`src/design/tlpw_pkg.sv`:
```
// Shared types, constants and helpers for the two-level page walk unit.
// Used by the controller, the datapath and the top level; depends on nothing.
`default_nettype none

package tlpw_pkg;

	// Table geometry and allocator limits
	localparam int FRAME_COUNT   = 256;
	localparam int TOP_ENTRIES   = 8;
	localparam int LEAF_ENTRIES  = 8;
	localparam int PROCESS_SLOTS = 16;

	// Field and storage widths
	localparam int FRAME_W     = 8;
	localparam int IDX_W       = 3;
	localparam int ADDR_W      = FRAME_W + IDX_W;
	localparam int STORE_DEPTH = 1 << ADDR_W;
	localparam int ENTRY_W     = 17;
	localparam int REFS_W      = 8;
	localparam int CNT_W       = 16;
	localparam int SLOT_W      = 4;
	localparam int VPN_W       = 6;
	localparam int NPROC_W     = 5;
	localparam int TAKEN_W     = 9;
	localparam int NEXT_W      = 10;
	localparam int IN_W        = 16;
	localparam int OUT_W       = 64;

	// Result status codes
	typedef enum logic [1:0] {
		RES_OK        = 2'd0,
		RES_NO_FRAMES = 2'd1,
		RES_INACTIVE  = 2'd2
	} res_status_t;

	// Controller states
	typedef enum logic [3:0] {
		ST_CLEAR,
		ST_IDLE,
		ST_RD_TOP,
		ST_CHK_TOP,
		ST_CHK_LEAF,
		ST_EVAL,
		ST_WR_TOP,
		ST_ZERO,
		ST_WR_LEAF,
		ST_DONE
	} fsm_state_t;

	// Controller to datapath commands
	typedef struct packed {
		logic clr_step;
		logic capture;
		logic rd_top;
		logic cap_top;
		logic cap_leaf;
		logic eval;
		logic wr_top;
		logic zero_step;
		logic wr_leaf;
		logic load_out;
	} dp_cmd_t;

	// Datapath to controller status
	typedef struct packed {
		logic clr_last;
		logic inactive;
		logic top_valid;
		logic no_frames;
		logic table_miss;
		logic zero_last;
		logic out_free;
	} dp_sts_t;

	// Saturating counter add
	function automatic logic [CNT_W-1:0] sat_add(input logic [CNT_W-1:0] a,
			input logic [1:0] b);
		logic [CNT_W:0] s;
		s = {1'b0, a} + {{(CNT_W-1){1'b0}}, b};
		return s[CNT_W] ? {CNT_W{1'b1}} : s[CNT_W-1:0];
	endfunction

endpackage

`default_nettype wire

```
`src/design/tlpw_ctrl.sv`:
```
// Walk controller: sequences clearing, table reads, allocation and write-back.
// Depends on tlpw_pkg for state, command and status types.
`default_nettype none

module tlpw_ctrl (
	input  wire logic              clk,
	input  wire logic              arst_n,
	input  wire logic              in_valid,
	output logic                   in_ready,
	input  wire tlpw_pkg::dp_sts_t sts,
	output tlpw_pkg::dp_cmd_t      cmd
);

	tlpw_pkg::fsm_state_t state_q, state_nxt;

	// Advance state
	always_ff @(posedge clk or negedge arst_n) begin
		if (!arst_n) begin
			state_q <= tlpw_pkg::ST_CLEAR;
		end else begin
			state_q <= state_nxt;
		end
	end

	// Next state
	always_comb begin
		state_nxt = state_q;
		case (state_q)
			tlpw_pkg::ST_CLEAR: begin
				if (sts.clr_last) state_nxt = tlpw_pkg::ST_IDLE;
			end
			tlpw_pkg::ST_IDLE: begin
				if (in_valid) begin
					state_nxt = sts.inactive ? tlpw_pkg::ST_DONE : tlpw_pkg::ST_RD_TOP;
				end
			end
			tlpw_pkg::ST_RD_TOP: state_nxt = tlpw_pkg::ST_CHK_TOP;
			tlpw_pkg::ST_CHK_TOP: begin
				state_nxt = sts.top_valid ? tlpw_pkg::ST_CHK_LEAF : tlpw_pkg::ST_EVAL;
			end
			tlpw_pkg::ST_CHK_LEAF: state_nxt = tlpw_pkg::ST_EVAL;
			tlpw_pkg::ST_EVAL: begin
				if (sts.no_frames) begin
					state_nxt = tlpw_pkg::ST_DONE;
				end else if (sts.table_miss) begin
					state_nxt = tlpw_pkg::ST_WR_TOP;
				end else begin
					state_nxt = tlpw_pkg::ST_WR_LEAF;
				end
			end
			tlpw_pkg::ST_WR_TOP: state_nxt = tlpw_pkg::ST_ZERO;
			tlpw_pkg::ST_ZERO: begin
				if (sts.zero_last) state_nxt = tlpw_pkg::ST_DONE;
			end
			tlpw_pkg::ST_WR_LEAF: state_nxt = tlpw_pkg::ST_DONE;
			tlpw_pkg::ST_DONE: begin
				if (sts.out_free) state_nxt = tlpw_pkg::ST_IDLE;
			end
			default: state_nxt = tlpw_pkg::ST_IDLE;
		endcase
	end

	// Decode commands
	always_comb begin
		cmd      = '0;
		in_ready = 1'b0;
		case (state_q)
			tlpw_pkg::ST_CLEAR:    cmd.clr_step = 1'b1;
			tlpw_pkg::ST_IDLE: begin
				in_ready    = 1'b1;
				cmd.capture = in_valid;
			end
			tlpw_pkg::ST_RD_TOP:   cmd.rd_top    = 1'b1;
			tlpw_pkg::ST_CHK_TOP:  cmd.cap_top   = 1'b1;
			tlpw_pkg::ST_CHK_LEAF: cmd.cap_leaf  = 1'b1;
			tlpw_pkg::ST_EVAL:     cmd.eval      = 1'b1;
			tlpw_pkg::ST_WR_TOP:   cmd.wr_top    = 1'b1;
			tlpw_pkg::ST_ZERO:     cmd.zero_step = 1'b1;
			tlpw_pkg::ST_WR_LEAF:  cmd.wr_leaf   = 1'b1;
			tlpw_pkg::ST_DONE:     cmd.load_out  = sts.out_free;
			default: cmd = '0;
		endcase
	end

endmodule

`default_nettype wire

```
`config.mk`:
```
export PLATFORM = sky130hd
export DESIGN_NAME = tlpw_ctrl
export DESIGN_NICKNAME = d
export VERILOG_FILES = /design/src/design/tlpw_pkg.sv /design/src/design/tlpw_ctrl.sv
export SDC_FILE = /design/constraint.sdc
export NUM_CORES = 1
export LEC_CHECK = 0
export BUFFER_PORTS_ARGS = -buffer_cell sky130_fd_sc_hd__buf_2
export CORE_MARGIN = 1
export CORE_UTILIZATION = 35
export CTS_CLUSTER_DIAMETER = 40
export DETAILED_ROUTE_END_ITERATION = 10
export MAX_ROUTING_LAYER = met4
export PLACE_DENSITY = 0.61
export SYNTH_ARGS = -nofsm -noshare
export SYNTH_HDL_FRONTEND = slang
export SYNTH_SLANG_ARGS = --single-unit
export TNS_END_PERCENT = 10
```
`constraint.sdc`:
```
create_clock -name clk -period 2.34 [get_ports clk]
set_input_delay 0.468 -clock clk [delete_from_list [all_inputs] [get_ports clk]]
set_output_delay 0.468 -clock clk [all_outputs]
set_load 0.1 [all_outputs]
```
==> impl_metrics.env <==
export IMPL_syn_inst=60
export IMPL_die_area_sq_um=1550
export IMPL_drt_iter0_drc=16
export IMPL_r2r_slack_ns=0.69
export IMPL_period_needed_ns=2.21
export IMPL_synth_area_per_cell_sq_um=8.15
export IMPL_path_max_fanout=16
export IMPL_synth_most_common_cell="nor2_1"
export IMPL_clk_path_buf_depth=2
export IMPL_clock_skew_final_ns=0.00146
export IMPL_timing_slew_headroom=0.636
export IMPL_crit_arrival_ns=1.74
export IMPL_ys_flop_type="dfrtp_1"
export IMPL_antenna_found_initial=0
export IMPL_syn_area_sq_um=489
export IMPL_synth_area_leaders="dfrtp_1 (20%), nor2_1 (5.4%), a31o_1 (5.4%), and4b_1 (4.1%), nor3_1 (4.1%)"
export IMPL_required_ns=1.87
export IMPL_row_count=13
export IMPL_rsz0062_at_grt="false"
export IMPL_avgViaCountPerCell=5.43
export IMPL_fmax_mhz=452
export IMPL_synth_seq_cells=4
export IMPL_cts_buffers=3
export IMPL_crit_path_start_kind="flip-flop"
export IMPL_grt_first_pass_wirelength_um=1880
export IMPL_yosys_area_top_type="dfrtp_1"
export IMPL_grt_usage=0.186
export IMPL_largestRegisters="state_q (4)"
export IMPL_async_reset_ff_frac=1.00
export IMPL_detail_route_antenna_nets=0
export IMPL_synthToLayoutAreaGrowth_pct=29.2
export IMPL_cts_setup_buffers=0
export IMPL_min_delay_path_class="in -> async"
export IMPL_cts_hold_buffers_added=0
export IMPL_diodes=0
export IMPL_synth_cell_types=36
export IMPL_top_register="state_q"
export IMPL_fill_cells=148
export IMPL_synth_top_area_frac=0.205
export IMPL_clkSlewWorstSetupHoldPaths_ns=0.04
export IMPL_place_congestion=0.807
export IMPL_drt_total_wl_um=1220
export IMPL_slew_viol_final=0
export IMPL_setup_tns_ns=0
export IMPL_nets=91
export IMPL_core_area_sq_um=1300
export IMPL_cts_sinks=4
export IMPL_initial_core_util=0.376
export IMPL_io_buffers=20
export IMPL_grt_max_degree=17
export IMPL_root_buffer="clkbuf_4"
export IMPL_clk_latency_ns=0.24
export IMPL_ys_seq_area_frac=0.205
export IMPL_endpoint_kind="primary output"
export IMPL_cap_viol_max_count=0
export IMPL_synth_warnings=0
export IMPL_wl_per_cell_um=12.9
export IMPL_fp_dieH_um=39.4
export IMPL_htreeDepth=1
export IMPL_worst_slew_pin_slew_ns=0.546
export IMPL_drive_gt1_frac=0.468
export IMPL_syn_num_nets=70
export IMPL_dp_hpwl_um=901
export IMPL_outcome="complete, no violations"
export IMPL_gr_total_overflow=0
export IMPL_hold_viol_final=0
export IMPL_yosys_top_cells_count="nor2_1 (7), dfrtp_1 (4), nor3_1 (4)"
export IMPL_largest_register_ffs=4
export IMPL_vias=510
export IMPL_grt_pass1_vias=417
export IMPL_cts_tree="done"
export IMPL_setup_violations=0
export IMPL_pin_count=21
export IMPL_die_w_um=39.4
export IMPL_path_class="reg -> out"
export IMPL_drt_pass1_iter_count=4
export IMPL_timing_final_crit_share=0.945
export IMPL_drcViolationCount=0
export IMPL_synth_edff_count=0
[cell families (layout without fill, tap and decap cells)]
kind of cell,count (synthesis),in the layout,share of synthesized area
AOI/OAI and AO/OA,14,14,0.228
xor gates and xnor gates,1,1,0.0179
buffers and inverters,8,27,0.0921
DFF,4,4,0.205
muxes,1,1,0.0307
and+or+nand+nor,32,32,0.427
[cell usage in the layout, fill, tap and decap left out, types with 2 or more instances in the layout]
master,netlist,final
a21oi_1,2,2
inv_1,2,2
clkbuf_4,0,3
nor2_1,7,7
buf_2,3,20
o31a_1,2,2
nor3_2,0,4
nand2b_1,2,2
dfrtp_1,4,3
nand2_1,3,3
a31o_1,3,3
and4b_1,2,2
and2b_1,2,2
[worst paths after layout]
path / start / endpoint / cells past startpoint
worst max-delay path: state_q[3]$_DFFE_PN0P_ / cmd[2] / 4
worst min-delay path: arst_n / state_q[3]$_DFFE_PN0P_ / 1
worst max register to register: state_q[3]$_DFFE_PN0P_ / state_q[1]$_DFFE_PN0P_ / 3
worst min register to register: state_q[0]$_DFFE_PN0P_ / state_q[0]$_DFFE_PN0P_ / 2
max in group asynchronous: arst_n / state_q[0]$_DFFE_PN0P_ / 1
min in group clk: sts[6] / state_q[0]$_DFFE_PN0P_ / 3
[metrics by stage]
step | utilization | cell area, sq um | std cells | hold WS, ns | worst slack, ns
finish | 0.486 | 632 | 94 | 0.0271 | 0.128
global route | 0.486 | 632 | 94 | 0.0277 | 0.0328
CTS | 0.485 | 631 | 94 | 0.0208 | 0.0471
detailed placement | 0.467 | 608 | 91 | 0.280 | 0.325
global placement | 0.467 | 608 | 91 | 0.275 | 0.301
floorplan | - | 515 | 60 | 0.172 | -0.519
[worst max-delay path, cell delays in order, from the launching register on]
cell,delay [ns]
dfrtp_1,0.57
and2b_1,0.32
nand3_2,0.11
inv_1,0.08
buf_2,0.42
[what timing repair did]
item                                    in CTS  in global routing
endpoints found under the setup margin       0                  1
endpoints found under the hold margin        0                  0
gates resized for setup                      0                  1
[layer usage]
metal  global-route usage  vias to the layer above  share of wire
met5                    -                        -              0
met3               0.0170                        2          0.044
met4                0.129                        0          0.013
li1                     -                      260              -
met1                0.271                      233           0.53
met2                0.233                       15           0.42
[area by class of cell]
class | count | area, sq um | area share
Sequential cell | 4 | 101 | 0.160
Timing Repair Buffer | 21 | 108 | 0.170
Multi-Input combinational cell | 48 | 370 | 0.586
Tap cell | 15 | 18.8 | 0.0297
Inverter | 3 | 11.3 | 0.0178
Clock buffer | 3 | 22.5 | 0.0356
Power is left out: the tool's default activity adds up to more than one toggle a clock period on the data nets, which glitch-free logic cannot reach.
